==> config.mk <==
export PLATFORM = sky130hd
export DESIGN_NAME = alh_recur
export DESIGN_NICKNAME = d
export VERILOG_FILES = /design/src/rtl/core/alh_pkg.sv /design/src/rtl/core/alh_recur.sv
export SDC_FILE = /design/constraint.sdc
export NUM_CORES = 1
export LEC_CHECK = 0
export BUFFER_PORTS_ARGS = -buffer_cell sky130_fd_sc_hd__buf_2
export CAP_MARGIN = 5
export CELL_PAD_IN_SITES_DETAIL_PLACEMENT = 0
export CELL_PAD_IN_SITES_GLOBAL_PLACEMENT = 1
export CORE_ASPECT_RATIO = 0.6
export CORE_MARGIN = 5
export CORE_UTILIZATION = 35
export DETAILED_ROUTE_END_ITERATION = 12
export GPL_TIMING_DRIVEN = 0
export PLACE_DENSITY_LB_ADDON = 0.1
export SYNTH_ARGS = -nofsm -noshare
export SYNTH_HDL_FRONTEND = slang
export SYNTH_SLANG_ARGS = --single-unit
==> constraint.sdc <==
create_clock -name clk_i -period 21.1 [get_ports clk_i]
set_clock_uncertainty 0.15 [all_clocks]
set_input_delay 2.11 -clock clk_i [delete_from_list [all_inputs] [get_ports clk_i]]
set_output_delay 2.11 -clock clk_i [all_outputs]
set_load 0.05 [all_outputs]
==> src/rtl/core/alh_pkg.sv <==
// ----------------------------------------------------------------------------
// alh_pkg
// Types, constants and helpers shared by the drive history limiter.
// ----------------------------------------------------------------------------
package alh_pkg;

  localparam int unsigned HIST_DEPTH_DEF = 16;

  // widths of the limiter datapath
  localparam int unsigned LEN_W  = 34;  // squared length of the velocity change
  localparam int unsigned R_W    = 68;  // remainder of the offset recurrence
  localparam int unsigned M_W    = 16;  // scaled offset magnitude
  localparam int unsigned STEP_W = 18;  // allowed step

  localparam logic [47:0]       STEP_SAT_LIM = 48'd131073000;
  localparam logic [STEP_W-1:0] STEP_CLAMP   = 18'd131072;
  localparam logic [STEP_W-1:0] STEP_FLOOR   = 18'd1;
  // ceil(2^37 / 1000), exact for products below 2^27
  localparam logic [27:0]       RECIP_1000   = 28'd137438954;

  localparam logic CFG_IDX_TRANS = 1'b0;
  localparam logic CFG_IDX_ROT   = 1'b1;

  typedef enum logic {
    ACT_ADD   = 1'b0,
    ACT_QUERY = 1'b1
  } action_e;

  typedef enum logic [3:0] {
    ST_IDLE,
    ST_DIFF,
    ST_STEP_MUL,
    ST_STEP,
    ST_PP_LO,
    ST_PP_HI,
    ST_START,
    ST_REC,
    ST_SCAN,
    ST_WRITE
  } alh_state_e;

  typedef struct packed {
    action_e            action;
    logic [31:0]        time_ms;
    logic signed [15:0] vel_x;
    logic signed [15:0] vel_y;
    logic signed [15:0] rot_rate;
    logic               kick_in;
  } in_word_t;

  typedef struct packed {
    logic signed [15:0] out_vel_x;
    logic signed [15:0] out_vel_y;
    logic signed [15:0] out_rot_rate;
    logic               out_kick;
    logic               trans_limited;
    logic               rot_limited;
  } out_word_t;

  typedef struct packed {
    logic [31:0]        time_ms;
    logic signed [15:0] vel_x;
    logic signed [15:0] vel_y;
    logic signed [15:0] rot;
    logic               kick;
  } hist_entry_t;

  function automatic logic signed [15:0] sat16(input logic signed [18:0] v);
    logic signed [15:0] r;
    if (v > 19'sd32767) begin
      r = 16'sh7fff;
    end else if (v < -19'sd32768) begin
      r = 16'sh8000;
    end else begin
      r = v[15:0];
    end
    return r;
  endfunction

endpackage

==> src/rtl/core/alh_recur.sv <==
// ----------------------------------------------------------------------------
// alh_recur
// Bit-serial search for the largest m with m^2 * len2 <= r0, one bit a cycle.
// ----------------------------------------------------------------------------
module alh_recur (
  input  logic                      clk_i,
  input  logic                      rst_ni,
  input  logic                      start_i,
  input  logic [alh_pkg::R_W-1:0]   r0_i,
  input  logic [alh_pkg::LEN_W-1:0] len2_i,
  output logic                      busy_o,
  output logic [alh_pkg::M_W-1:0]   m_o
);
  import alh_pkg::*;

  localparam int unsigned BIT_W = $clog2(M_W);

  logic [R_W-1:0]   rem_q;
  logic [R_W-1:0]   prod_q;   // len2 * m so far
  logic [LEN_W-1:0] len2_q;
  logic [M_W-1:0]   m_q;
  logic [BIT_W-1:0] bit_q;
  logic             busy_q;
  logic [R_W-1:0]   len2_ext;
  logic [R_W-1:0]   trial;
  logic             fits;

  // (m + 2^b)^2 * len2 - m^2 * len2 = (P << (b+1)) + (len2 << 2b)
  assign len2_ext = R_W'(len2_q);
  assign trial    = (prod_q << ({1'b0, bit_q} + (BIT_W+1)'(1)))
                  + (len2_ext << {bit_q, 1'b0});
  assign fits     = rem_q >= trial;

  always_ff @(posedge clk_i or negedge rst_ni) begin
    if (!rst_ni) begin
      busy_q <= 1'b0;
      bit_q  <= '0;
    end else if (start_i) begin
      busy_q <= 1'b1;
      bit_q  <= BIT_W'(M_W - 1);
    end else if (busy_q) begin
      if (bit_q == '0) begin
        busy_q <= 1'b0;
      end else begin
        bit_q <= bit_q - BIT_W'(1);
      end
    end
  end

  always_ff @(posedge clk_i) begin
    if (start_i) begin
      rem_q  <= r0_i;
      prod_q <= '0;
      m_q    <= '0;
      len2_q <= len2_i;
    end else if (busy_q && fits) begin
      rem_q      <= rem_q - trial;
      prod_q     <= prod_q + (len2_ext << bit_q);
      m_q[bit_q] <= 1'b1;
    end
  end

  assign busy_o = busy_q;
  assign m_o    = m_q;

endmodule

==> impl_metrics.json <==
{
  "final_nets": 3661,
  "cts_resized": 0,
  "first_global_vias": 24126,
  "pwr-share-clk": 0.081,
  "worstHoldEndpoint": "m_o[15]$_SDFFE_PP0P_",
  "setup_viol": 0,
  "clockBufferDepth": 2,
  "firstDrtPassIters": 6,
  "wirelength_microns": 114300,
  "place.detailed.hpwl_microns": 94800,
  "cp_slowest_cell": "o31ai_1",
  "p_comb_frac": 0.765,
  "power_switching_mw": 2.386,
  "critPathMaxStageDelay_ns": 0.76,
  "yosys_warnings": 0,
  "worstMarginPinSlew_ns": 1.339,
  "swShare": 0.5617,
  "min-delay-start": "m_o[15]$_SDFFE_PP0P_",
  "portBuffers": 121,
  "clock_sinks": 191,
  "rsz0062_at_grt": "false",
  "synth_area_sq_um": 24460,
  "powerDensity_nw_per_um2": 158.2,
  "cts_tree": "done",
  "grt.overflow.total": 0,
  "antenna_found_initial": 3,
  "ys_seq_area_frac": 0.1991,
  "leakage_nw": 11.61,
  "synth_cell_types": 85,
  "synthFlopType": "edfxtp_1",
  "mostFrequentLayoutCell": "nand2_1",
  "cp_data_arrival_time_ns": 14.78,
  "p_seq_frac": 0.154,
  "max_slew_margin": 0.09759,
  "syn_nets": 3517,
  "fp-row-count": 75,
  "syn_inst": 3224,
  "fmax_mhz": 67.88,
  "crit_path_frequent_cell": "buf_2",
  "viasPerCell": 6.108,
  "preCtsSetupSlack_ns": 6.605,
  "h-tree-depth": 4,
  "timing.rr.end": "rem_q[3]$_DFFE_PP_",
  "hold_viol_final": 0,
  "synth_area_leaders": "edfxtp_1, ha_1, dfxtp_1",
  "grt_use_total": 0.2940,
  "cts_root_buf": "clkbuf_16",
  "final_cell_mix": "nand2_1, nor2_1, o21ai_0",
  "utilization": 0.3863,
  "core_sq_um": 69540,
  "synth_top_area_frac": 0.1252,
  "period_share": 0.6982,
  "max_cap_violations": 0,
  "required_ns": 21.15,
  "layout_min_cycle_time_ns": 14.73,
  "avgSynthCellArea_sq_um": 7.588,
  "drive_gt1_frac": 0.08666,
  "area_delta_synth_final_pct": 9.795,
  "hold_depth": 2,
  "whs_ns": 0.3299,
  "clk_latency_ns": 0.55,
  "status": "complete, no violations",
  "gp_congestion": 1.001,
  "r2r_slack_ns": 6.37,
  "initial_utilization": 0.3518,
  "cts_buffers": 17,
  "antenna_left": 0,
  "synth.largest_area_cell": "edfxtp_1",
  "ir_worst_vdd_mv": 0.1063,
  "drt_iter0_drc": 3170,
  "die-height_microns": 214.8,
  "cts.hold.buffers_added": 0,
  "async_flop_share": 0.02618,
  "maxSlewViolCount": 0,
  "hold_class": "flip-flop to flip-flop",
  "path_class": "flip-flop to flip-flop",
  "p_int_mw": 1.862,
  "grt_pass1_wl_microns": 165400,
  "fin_ws_ns": 6.367,
  "tns_ns": 0,
  "worstReg2RegStart": "bit_q[0]$_DFFE_PN0P_",
  "clk_pin_slew_worst_paths_ns": 0.08,
  "endpoint_kind": "flip-flop",
  "grt_max_degree": 54,
  "synth-edff-count": 102,
  "reg2regPathDepth": 40,
  "die_area_sq_um": 75450,
  "ys_ff_latch": 191,
  "die_x_microns": 351.3,
  "io_pins": 122,
  "cts_setup_buffers": 0,
  "avgRoutedWirePerCell_microns": 26.54,
  "vias": 26301,
  "fillers": 7370,
  "path_max_fanout": 53,
  "drc": 0,
  "startpoint_type": "flip-flop"
}
routing by layer:
metal | part of all wire | global-route usage | vias to the layer above
li1 | - | - | 12125
met1 | 0.52 | 0.4807 | 12850
met4 | 0.0094 | 0.04026 | 0
met3 | 0.11 | 0.09389 | 76
met5 | 0 | 0 | -
met2 | 0.36 | 0.3704 | 1250
metrics by stage:
stage | power, mW | std cells | area [sq um]
after floorplan | 2.885 | 3224 | 24460
after global placement | 3.806 | 4269 | 26220
after detailed placement | 3.821 | 4271 | 26270
after CTS | 4.191 | 4303 | 26840
after global routing | 4.570 | 4305 | 26860
final | 4.249 | 4306 | 26860
area by class of cell:
| type | instances | area (sq um) | area share |
|---|---|---|---|
| timing repair buffer | 125 | 658.1 | 0.02450 |
| multi-input combinational | 2767 | 18530 | 0.6901 |
| clock inverter | 13 | 131.4 | 0.004891 |
| clock buffer | 19 | 442.9 | 0.01649 |
| inverter | 62 | 232.7 | 0.008665 |
| tap | 924 | 1156 | 0.04304 |
| buffer | 204 | 830.8 | 0.03093 |
| sequential | 191 | 4870 | 0.1813 |
| antenna | 1 | 2.502 | 0.00009317 |
synthesized netlist by cell type, types with 42 or more instances:
cell	number
a21oi_1	286
a31oi_1	45
dfxtp_1	84
inv_1	59
edfxtp_1	102
xor2_1	82
mux4_2	64
nand2_1	446
nand4_1	55
ha_1	185
clkbuf_1	151
o21ai_0	314
a21o_1	120
nand2b_1	42
nand3_1	71
nor2_1	335
mux2i_1	168
xnor2_1	95
how the worst max path moves through the flow:
stage / startpoint / end / depth (start not counted) / slack (ns)
after floorplan: bit_q[0]$_DFFE_PN0P_ / rem_q[0]$_DFFE_PP_ / 41 / 10.98
after global placement: bit_q[0]$_DFFE_PN0P_ / rem_q[0]$_DFFE_PP_ / 39 / 5.58
after detailed placement: bit_q[0]$_DFFE_PN0P_ / rem_q[0]$_DFFE_PP_ / 40 / 6.60
after CTS: bit_q[0]$_DFFE_PN0P_ / rem_q[3]$_DFFE_PP_ / 40 / 6.57
after global routing: bit_q[0]$_DFFE_PN0P_ / rem_q[3]$_DFFE_PP_ / 40 / 5.61
final: bit_q[0]$_DFFE_PN0P_ / rem_q[3]$_DFFE_PP_ / 40 / 6.37
power by group through the flow:
stage	Clock, mW	Combinational [mW]	Sequential, mW
floorplan	0	2.26	0.622
global route	0.366	3.55	0.657
finish	0.344	3.25	0.653
detailed placement	0	3.17	0.654
global placement	0	3.15	0.659
CTS	0.356	3.19	0.648
logic make-up (layout without fill, tap and decap cells):
| group | count (synthesis) | in the layout | synth area share |
|---|---|---|---|
| fa+ha+maj | 188 | 188 | 0.09708 |
| compound gates | 1021 | 1021 | 0.2557 |
| xor+xnor | 178 | 178 | 0.06404 |
| buf+inv | 266 | 423 | 0.04342 |
| simple gates | 1141 | 1141 | 0.2098 |
| mux | 239 | 239 | 0.1309 |
| flops | 191 | 191 | 0.1991 |
| other cells | 0 | 1 | 0 |
sequential cells by signal, summed over array words and instances (netlist names):
signal	flops
prod_q	68
rem_q	68
len2_q	34
m_o	16
bit_q	4
busy_o	1
worst max-delay path: cells and delay by family (launching register included):
kind	cells	cell delay (ns)
flops	1	0.38
compound gates	4	2.10
buf+inv	17	5.91
xor+xnor	1	0.13
fa+ha+maj	3	1.20
mux	2	0.64
simple gates	13	3.72
Power figures use the tool's default switching activity.
