### config.mk
export PLATFORM = sky130hd
export DESIGN_NAME = alh_cell
export DESIGN_NICKNAME = d
export VERILOG_FILES = /design/src/rtl/core/alh_pkg.sv /design/src/rtl/core/alh_cell.sv
export SDC_FILE = /design/constraint.sdc
export NUM_CORES = 1
export LEC_CHECK = 0
export BUFFER_PORTS_ARGS = -buffer_cell sky130_fd_sc_hd__buf_2
export CORE_MARGIN = 4
export CORE_UTILIZATION = 46
export DETAILED_ROUTE_END_ITERATION = 12
export PLACE_DENSITY_LB_ADDON = 0.05
export SYNTH_ARGS = -nofsm -noshare
export SYNTH_HDL_FRONTEND = slang
export SYNTH_SLANG_ARGS = --single-unit
### constraint.sdc
create_clock -name clk_i -period 1.1 [get_ports clk_i]
set_input_delay 0.11 -clock clk_i [delete_from_list [all_inputs] [get_ports clk_i]]
set_output_delay 0.11 -clock clk_i [all_outputs]
set_load 0.02 [all_outputs]
### src/rtl/core/alh_pkg.sv
// ----------------------------------------------------------------------------
// alh_pkg
// Types, constants and helpers shared by the drive history limiter.
// ----------------------------------------------------------------------------
package alh_pkg;

  localparam int unsigned HIST_DEPTH_DEF = 16;

  // widths of the limiter datapath
  localparam int unsigned LEN_W  = 34;  // squared length of the velocity change
  localparam int unsigned R_W    = 68;  // remainder of the offset recurrence
  localparam int unsigned M_W    = 16;  // scaled offset magnitude
  localparam int unsigned STEP_W = 18;  // allowed step

  localparam logic [47:0]       STEP_SAT_LIM = 48'd131073000;
  localparam logic [STEP_W-1:0] STEP_CLAMP   = 18'd131072;
  localparam logic [STEP_W-1:0] STEP_FLOOR   = 18'd1;
  // ceil(2^37 / 1000), exact for products below 2^27
  localparam logic [27:0]       RECIP_1000   = 28'd137438954;

  localparam logic CFG_IDX_TRANS = 1'b0;
  localparam logic CFG_IDX_ROT   = 1'b1;

  typedef enum logic {
    ACT_ADD   = 1'b0,
    ACT_QUERY = 1'b1
  } action_e;

  typedef enum logic [3:0] {
    ST_IDLE,
    ST_DIFF,
    ST_STEP_MUL,
    ST_STEP,
    ST_PP_LO,
    ST_PP_HI,
    ST_START,
    ST_REC,
    ST_SCAN,
    ST_WRITE
  } alh_state_e;

  typedef struct packed {
    action_e            action;
    logic [31:0]        time_ms;
    logic signed [15:0] vel_x;
    logic signed [15:0] vel_y;
    logic signed [15:0] rot_rate;
    logic               kick_in;
  } in_word_t;

  typedef struct packed {
    logic signed [15:0] out_vel_x;
    logic signed [15:0] out_vel_y;
    logic signed [15:0] out_rot_rate;
    logic               out_kick;
    logic               trans_limited;
    logic               rot_limited;
  } out_word_t;

  typedef struct packed {
    logic [31:0]        time_ms;
    logic signed [15:0] vel_x;
    logic signed [15:0] vel_y;
    logic signed [15:0] rot;
    logic               kick;
  } hist_entry_t;

  function automatic logic signed [15:0] sat16(input logic signed [18:0] v);
    logic signed [15:0] r;
    if (v > 19'sd32767) begin
      r = 16'sh7fff;
    end else if (v < -19'sd32768) begin
      r = 16'sh8000;
    end else begin
      r = v[15:0];
    end
    return r;
  endfunction

endpackage

### src/rtl/core/alh_cell.sv
// ----------------------------------------------------------------------------
// alh_cell
// One history entry; loads from its neighbor when the chain moves.
// ----------------------------------------------------------------------------
module alh_cell (
  input  logic                clk_i,
  input  logic                rst_ni,
  input  logic                en_i,
  input  alh_pkg::hist_entry_t d_i,
  output alh_pkg::hist_entry_t q_o
);
  import alh_pkg::*;

  hist_entry_t entry_q;

  // history starts zeroed
  always_ff @(posedge clk_i or negedge rst_ni) begin
    if (!rst_ni) begin
      entry_q <= '0;
    end else if (en_i) begin
      entry_q <= d_i;
    end
  end

  assign q_o = entry_q;

endmodule

==> flow_summary_export.csv, run 1 <==
group,metric,value,unit
run_status,status,"completed",
drt,drt_wl_total,8346,um
sta,finalCriticalPeriod,1.031,ns
sta,fin_hold_ws,0.1917,ns
critical_path,cp.arrival,0.92,ns
global_route,grt_start_max_net_pins,33,
logic_synthesis,syn_area,3411,sq um
clock_network,cts_hold_buf,82,
global_route,grt_overflow,0,
drt,drcViolationCount,0,
logic_synthesis,synth_compound_area_share,0,%
placed_design,gp_congestion,0.7307,
sta,worstMarginPinSlew,0.3028,ns
critical_path,rr_worst_depth,1,
sta,setup-tns-final,0,ns
pwr,p_clk_share,30.3,%
placed_design,dp_hpwl,5493,um
drt,viasPerCell,4.527,
finish,fillCellCount,505,
finish,diodes,0,
clock_network,clockBufferDepth,2,
clock_network,clk_latency,0.34,ns
sta,rsz0062_at_grt,"false",
critical_path,endpoint_kind,"output pin",
clock_network,clockRootBuffer,"clkbuf_8",
critical_path,critPathTopFamily,"flip-flops",
critical_path,crit_slowest_cell,"dfrtp_1",
clock_network,cts_resized,0,
critical_path,setup.worst_path.start,"q_o[23]",
pwr,p_switching,0.002017,W
logic_synthesis,syn_nets,255,
global_route,first_global_vias,2629,
logic_synthesis,synthXorXnorAreaFrac,0,%
critical_path,path_max_fanout,2,
clock_network,htreeDepth,3,
drt,wl_per_cell,15.66,um
critical_path,timing.rr.start,"q_o[23]",
flow_run,cap_violations,0,
clock_network,cts.sinks,81,
placed_design,dp_cells,435,
pwr,ir_drop,0.0007272,V
finish,fin_cells,533,
critical_path,rrSetupSlack,0.31,ns
die,fp.dieW,94.11,um
sta,slew_viol_final,0,
critical_path,required,0.99,ns
logic_synthesis,muxShareOfSynthArea,35.55,%
pwr,p_sw_share,26.70,%
pwr,p_leak,2.779,nW
critical_path,slowest_delay,0.41,ns
global_route,grtUsageTotal,19.39,%
global_route,grt_pass1_wl,13270,um
finish,drive_gt1_share,61.98,%
logic_synthesis,syn-mean-instance-area,19.95,sq um
die,initial_core_util,47.28,%
pwr,pwr-share-seq,45.5,%
placed_design,portBuffers,164,
finish,final_cell_mix,"buf_2, dlygate4sd3_1, dfrtp_1",
die,core_area,7214,sq um
logic_synthesis,postSynthCellCount,171,
global_route,antenna_found_initial,0,
pwr,cellPowerDensity,1403,nW/um^2
drt,drt.antenna.violating_nets,0,
drt,vias,2413,
finish,final_common_cell,"buf_2",
clock_network,clk_pin_slew,0.08,ns
logic_synthesis,synthSimpleGateAreaFrac,0,%
critical_path,critPathLaunchType,"flip-flop",
sta,max_freq,970.4,MHz
logic_synthesis,synthAdderAreaFrac,0,%
die,die_area,8857,sq um
die,rows,31,
logic_synthesis,yosysWarnings,0,
die,io_pins,165,
sta,relSlewSlack,79.81,%
clock_network,cts_tree,"built",
pwr,p_int,0.005538,W
drt,drt_iter0_drc,35,
critical_path,crit_chain,"buf_2",
critical_path,cp_num_buf_inv,1,
sta,finalHoldViolCount,0,
finish,nets,513,
logic_synthesis,synth_top_family_by_area,"multiplexers",
finish,largest_register_ffs,81,
logic_synthesis,yosys_register_bits,81,
sta,finClkSkew,0,ns
drt,dr.pass1.iters,4,
pwr,combPwrFrac,24.1,%
finish,synthToLayoutAreaGrowth,57.85,%
logic_synthesis,yosysSeqAreaShare,59.43,%
logic_synthesis,synth.distinct_cells,5,
sta,min_period_over_period,93.69,%
die,die_h,94.11,um
hold_path,holdCritPathClass,"primary input to async pin",
clock_network,cts_made_buffers,9,
critical_path,worst_r2r_endpoint,"q_o[23]",
clock_network,postCtsSetupBuffers,0,
sta,setup_viol,0,
critical_path,path_class,"flip-flop to output pin",
[layer usage]
metal  global-route usage (%)  wire, um
met1                    24.60      3508
met2                    30.87      4056
met3                    5.288       590
met4                    8.785       191
met5                        0         0
[synthesized netlist by cell type (all sizes together)]
cell / instances / share of area (%)
dfrtp: 81 / 59
mux2: 81 / 36
buf: 9 / 5.0
[area by class of cell]
| class | count | area, sq um | share of cell area, % |
|---|---|---|---|
| Tap cell | 99 | 123.9 | 2.301 |
| Clock inverter | 5 | 80.08 | 1.487 |
| Multi-Input combinational cell | 81 | 1212 | 22.52 |
| Clock buffer | 11 | 131.4 | 2.440 |
| Sequential cell | 81 | 2027 | 37.65 |
| Timing Repair Buffer | 256 | 1809 | 33.60 |
[per-stage QoR]
step	setup slack [ns]	util [%]	cell area [sq um]	total power (W)
after floorplan	0.2420	-	3411	0.004479
after global placement	0.09353	60.32	4352	0.005067
after detailed placement	0.07808	60.32	4352	0.005088
after CTS	0.05386	74.63	5384	0.007643
after global routing	0.03693	74.63	5384	0.007902
final	0.06945	74.63	5384	0.007555
[how the worst max path moves through the flow]
stage,end,slack [ns],cells past startpoint
after CTS,q_o[23],0.05,1
final,q_o[23],0.07,1
after global placement,q_o[12],0.09,3
after detailed placement,q_o[76],0.08,3
after floorplan,q_o[0],0.24,3
after global routing,q_o[23],0.04,1
[cells by family after synthesis]
logic type,count (synthesis)
buf+inv,9
flops,81
mux,81
[power groups by stage]
stage / combinational (W) / clock (W) / sequential (W)
after floorplan: 0.000618 / 0 / 0.00386
after global placement: 0.00158 / 0 / 0.00349
after detailed placement: 0.00160 / 0 / 0.00349
after CTS: 0.00183 / 0.00237 / 0.00344
after global routing: 0.00193 / 0.00249 / 0.00348
final: 0.00182 / 0.00229 / 0.00344
Note: power is estimated with default switching activity, not from simulation.
==> run 2: changes to the inputs <==
==> constraint.sdc (replaced) <==
create_clock -name clk_i -period 1.3 [get_ports clk_i]
set_input_delay 0 -clock clk_i [delete_from_list [all_inputs] [get_ports clk_i]]
set_output_delay 0 -clock clk_i [all_outputs]
set_load 0.02 [all_outputs]
==> run 2 against run 1 <==
Effect of this change:
- combinational power decreased by 17%
- count of clock-buffer cells in the layout rose by 1
- final area is 1.9% lower
- clock power is 27% lower
- first-iteration DRC count increased by 37%
- sequential share of layout area up 0.72 points
- critical path depth is the same
- wire length shrank 0.62%
- global-route usage down 0.25 points
- largest power group unchanged
==> flow_summary_export.csv, run 2 (synthesis gave the netlist of run 1 again) <==
group,metric,value,unit
run_status,status,"completed",
sta,layout_setup_ws,0.3864,ns
critical_path,required,1.30,ns
sta,min_period_over_period,70.28,%
critical_path,path_class,"flip-flop to output pin",
clock_network,clk_latency,0.34,ns
placed_design,dp_hpwl,5017,um
drt,drt.antenna.violating_nets,0,
placed_design,portBuffers,164,
die,rows,31,
global_route,grtUsageTotal,19.14,%
critical_path,critPathTopFamily,"flip-flops",
placed_design,gp_congestion,0.7075,
die,fp.dieW,94.11,um
die,die_h,94.11,um
finish,synthToLayoutAreaGrowth,54.88,%
sta,setup-tns-final,0,ns
critical_path,cp.arrival,0.91,ns
hold_path,hold_depth,2,
drt,dr.pass1.iters,4,
critical_path,slowest_delay,0.41,ns
die,die_area,8857,sq um
drt,drt_wl_total,8294,um
finish,final_area,5283,sq um
clock_network,cts_tree,"built",
drt,wl_per_cell,15.65,um
global_route,grt_overflow,0,
clock_network,cts.sinks,81,
pwr,p_leak,2.731,nW
pwr,cellPowerDensity,1153,nW/um^2
finish,final_common_cell,"buf_2",
clock_network,clockRootBuffer,"clkbuf_8",
critical_path,crit_slowest_cell,"dfrtp_1",
sta,rsz0062_at_grt,"false",
finish,drive_gt1_share,61.95,%
die,io_pins,165,
global_route,antenna_found_initial,0,
clock_network,cts_resized,0,
sta,finalHoldViolCount,0,
sta,setup_viol,0,
critical_path,cp_num_buf_inv,1,
clock_network,cts_made_buffers,9,
clock_network,htreeDepth,3,
drt,drt_iter0_drc,48,
finish,nets,510,
drt,viasPerCell,4.470,
flow_run,cap_violations,0,
global_route,grt_start_max_net_pins,82,
clock_network,clk_pin_slew,0.08,ns
global_route,grt_pass1_wl,12980,um
critical_path,critPathLaunchType,"flip-flop",
critical_path,path_max_fanout,2,
sta,finalCriticalPeriod,0.9136,ns
clock_network,clockBufferDepth,2,
pwr,ir_drop,0.0007185,V
placed_design,dpl-instance-area,4279,sq um
sta,finClkSkew,0,ns
sta,relSlewSlack,70.97,%
clock_network,postCtsSetupBuffers,0,
finish,final_cell_mix,"buf_2, dlygate4sd3_1, dfrtp_1",
drt,vias,2369,
critical_path,crit_chain,"buf_2",
hold_path,holdCritPathClass,"primary input to flip-flop",
die,initial_core_util,47.28,%
finish,diodes,0,
critical_path,worstSetupPathDepth,1,
placed_design,pre_cts_slack,0.2364,ns
sta,max_freq,1095,MHz
critical_path,endpoint_kind,"output pin",
sta,worstMarginPinSlew,0.4355,ns
die,core_area,7214,sq um
sta,slew_viol_final,0,
critical_path,rr_worst_depth,1,
global_route,first_global_vias,2561,
finish,largest_register_ffs,81,
drt,drcViolationCount,0,
## run 2: changes by cell type in the layout (fill, tap and decap cells not counted)
cell	change
buf_4	+1
clkinvlp_4	+1
clkbuf_8	+2
bufinv_16	-2
clkbuf_1	-1
buf_12	-4
## run 2: area by class of cell
class	count	area, sq um
Multi-Input combinational cell	81	1212
Sequential cell	81	2027
Clock buffer	12	155.1
Tap cell	99	123.9
Clock inverter	4	27.53
Fill cell	490	1932
Timing Repair Buffer	253	1737
## run 2: where the power goes
group	internal, W	leakage (nW)	switching [W]	total, W
logic	0.000814	1.70	0.000697	0.00151
registers	0.00277	0.947	0.000139	0.00291
clock network	0.000796	0.0846	0.000876	0.00167
total	0.00438	2.73	0.00171	0.00609
## run 2: path summary, 6_finish.rpt
check	from	end	slack, ns
setup / recovery	q_o[16]	q_o[16]	0.39
hold / removal	en_i	q_o[10]	0.13
setup reg to reg	q_o[16]	q_o[16]	0.51
hold reg to reg	q_o[23]	q_o[23]	0.51
max in group asynchronous	rst_ni	q_o[68]	0.74
min in group asynchronous	rst_ni	q_o[54]	0.20
## run 2: what timing repair did
action / in CTS / in global routing
endpoints found under the setup margin: 0 / 0
hold buffers: 82 / 0
hold endpoints to repair: 162 / 0
## run 2: per-layer routing
layer	vias up	track usage, %	part of all wire (%)
met5	-	0	0
li1	1103	-	-
met1	1147	22.98	42
met3	13	6.891	6.9
met4	0	6.378	1.7
met2	106	31.87	50
## run 2: metrics by stage
stage | util [%] | instances | power [W] | hold WS [ns]
detailed placement | 59.31 | 432 | 0.004270 | 0.06198
floorplan | - | 171 | 0.003790 | -0.2956
CTS | 73.22 | 530 | 0.006161 | 0.1218
global placement | 59.31 | 432 | 0.004260 | 0.06048
finish | 73.22 | 530 | 0.006093 | 0.1328
global route | 73.22 | 530 | 0.006391 | 0.1147
==> run 3: changes to the inputs <==
Settings changed: ABC_AREA set to 1, CORE_UTILIZATION 46 to 40.
Clock period 1.3 ns to 0.8 ns, I/O delays scaled along.
==> run 3 against run 2 <==
Effect of this change:
- the flow now finishes with violations (setup timing)
- count of clock-buffer cells in the layout down 2
- register-to-register slack worse by 0.59 ns
- core utilization grew 4.5 points
- sequential share of layout area is 3.0 points lower
==> flow_summary_export.csv, run 3 <==
group,metric,value,unit
run_status,status,"complete, but fails checks",
run_status,failed_checks,"setup timing",
drt,wl_per_cell,13.89,um
sta,finalCriticalPeriod,0.8939,ns
drt,vias,3146,
logic_synthesis,yosysMostFrequentCell,"nand2_1",
placed_design,pre_cts_slack,0.08432,ns
logic_synthesis,synth_compound_area_share,0,%
clock_network,cts_made_buffers,9,
pwr,ir_drop,0.0009538,V
clock_network,clockRootBuffer,"clkbuf_8",
global_route,first_global_vias,3285,
finish,largest_register_ffs,81,
critical_path,endpoint_kind,"output pin",
critical_path,crit_chain,"buf_6",
sta,finClkSkew,0,ns
global_route,antenna_found_initial,0,
sta,worstMarginPinSlew,0.3923,ns
logic_synthesis,yosysSeqAreaShare,65.56,%
global_route,grt_start_max_net_pins,52,
logic_synthesis,synth_top_family_by_area,"simple AND/OR/NAND/NOR gates",
sta,setup_viol,84,
sta,relSlewSlack,73.85,%
placed_design,portBuffers,164,
flow_run,cap_violations,0,
logic_synthesis,synth_common_cells,"nand2_1, dfrtp_1, buf_6",
sta,fin_hold_ws,0.1424,ns
logic_synthesis,yosys_register_bits,81,
placed_design,gp_congestion,0.7427,
logic_synthesis,muxShareOfSynthArea,0,%
finish,diodes,0,
sta,finalHoldViolCount,0,
drt,dr.pass1.iters,4,
critical_path,critPathLaunchType,"flip-flop",
die,die_area,9200,sq um
die,fp.dieW,95.92,um
die,rows,31,
clock_network,clk_latency,0.33,ns
logic_synthesis,synth_top_area_cell,"dfrtp_1",
die,die_h,95.92,um
logic_synthesis,synth.distinct_cells,6,
finish,nets,702,
critical_path,critPathTopFamily,"flip-flops",
die,io_pins,165,
finish,final_common_cell,"nand2_1",
finish,drive_gt1_share,34.67,%
drt,viasPerCell,4.357,
logic_synthesis,yosysTopAreaCellShare,65.56,%
finish,final_area,5731,sq um
critical_path,crit_slowest_cell,"dfrtp_1",
sta,max_freq,1119,MHz
logic_synthesis,synth_area_leaders,"dfrtp_1, nand2_1, buf_6",
logic_synthesis,syn-mean-instance-area,9.040,sq um
logic_synthesis,async_flop_share,100.0,%
logic_synthesis,postSynthCellCount,342,
clock_network,htreeDepth,3,
die,core_area,7370,sq um
drt,drt_iter0_drc,85,
logic_synthesis,synthAdderAreaFrac,0,%
logic_synthesis,synthSimpleGateAreaFrac,29.50,%
sta,rsz0062_at_grt,"true",
logic_synthesis,yosysWarnings,0,
clock_network,cts_tree,"built",
global_route,grtUsageTotal,22.18,%
placed_design,dp_hpwl,5771,um
hold_path,holdCritPathClass,"primary input to flip-flop",
global_route,grt_pass1_wl,15640,um
critical_path,cp_num_buf_inv,1,
finish,synthToLayoutAreaGrowth,85.35,%
pwr,cellPowerDensity,1732,nW/um^2
die,initial_core_util,41.95,%
finish,final_cell_mix,"nand2_1, dlygate4sd3_1, buf_2",
pwr,p_leak,3.142,nW
critical_path,required,0.80,ns
global_route,grt_overflow,0,
drt,drcViolationCount,0,
logic_synthesis,syn_area,3092,sq um
sta,slew_viol_final,0,
drt,drt.antenna.violating_nets,0,
drt,drt_wl_total,10030,um
clock_network,clockBufferDepth,2,
critical_path,cp.arrival,0.89,ns
logic_synthesis,synthXorXnorAreaFrac,0,%
logic_synthesis,syn_nets,426,
clock_network,cts.sinks,81,
sta,min_period_over_period,111.7,%
sta,layout_setup_ws,-0.09393,ns
placed_design,dpl-instance-area,4045,sq um
critical_path,path_max_fanout,2,
critical_path,slowest_delay,0.41,ns
critical_path,path_class,"flip-flop to output pin",
clock_network,clk_pin_slew,0.08,ns
logic_synthesis,synth_edf_count,0,
logic_synthesis,synth_flop_cell,"dfrtp_1",
-- run 3: cell count changes in the layout (fill, tap and decap cells not counted) --
cell	change
clkinvlp_4	-1
buf_4	+25
clkbuf_8	-2
mux2_4	-80
buf_6	+81
clkinv_2	+3
buf_2	-80
inv_6	+1
buf_12	+3
mux2_2	-1
nand2_1	+243
-- run 3: cell type report --
type,count,area (sq um)
fillers,483,1639
repair buffers,282,2496
inverters,1,8.758
multi-input cells,243,912.1
clock inverters,6,35.03
clock buffers,10,127.6
flip-flops and latches,81,2027
well taps,99,123.9
-- run 3: metrics by stage --
step	setup TNS (ns)	std cells	power (W)	utilization, %
6_report	-5.505	722	0.009924	77.76
5_1_grt	-9.498	722	0.01049	77.76
4_1_cts	-6.871	706	0.009906	76.13
3_5_place_dp	0	598	0.006464	54.89
3_3_place_gp	0	598	0.006431	54.89
2_1_floorplan	0	342	0.005639	-
-- run 3: cell families after synthesis --
logic type,Yosys count
AND/OR/NAND/NOR,243
buffers and inverters,18
flip-flops,81
-- run 3: per-layer routing --
layer,track usage (%),up-vias,routed length [um]
met5,0,-,0
met4,8.531,0,226
met3,5.551,17,721
met2,39.26,120,5204
met1,25.76,1440,3872
li1,-,1569,-
-- run 3: final timing paths --
path	start	end	slack [ns]	depth (start not counted)
min in group asynchronous	rst_ni	q_o[71]	0.19	3
max in group asynchronous	rst_ni	q_o[13]	0.25	3
max	q_o[39]	q_o[39]	-0.09	1
max reg2reg	q_o[57]	q_o[57]	-0.08	4
min	en_i	q_o[29]	0.14	4
min reg2reg	q_o[43]	q_o[43]	0.50	2
-- run 3: repair_timing --
action / 4_1_cts / 5_1_grt
gates cloned: 0 / 0
buffers inserted: 10 / 16
resized for setup: 162 / 0
hold buffers: 82 / 0
setup endpoints to repair: 81 / 81
hold endpoints to repair: 162 / 0
-- run 3: power breakdown --
group / switching [W] / internal, W / leakage (nW)
logic: 0.00123 / 0.00144 / 2.07
registers: 0.000277 / 0.00446 / 0.986
clock network: 0.00141 / 0.00111 / 0.0818
total: 0.00292 / 0.00701 / 3.14
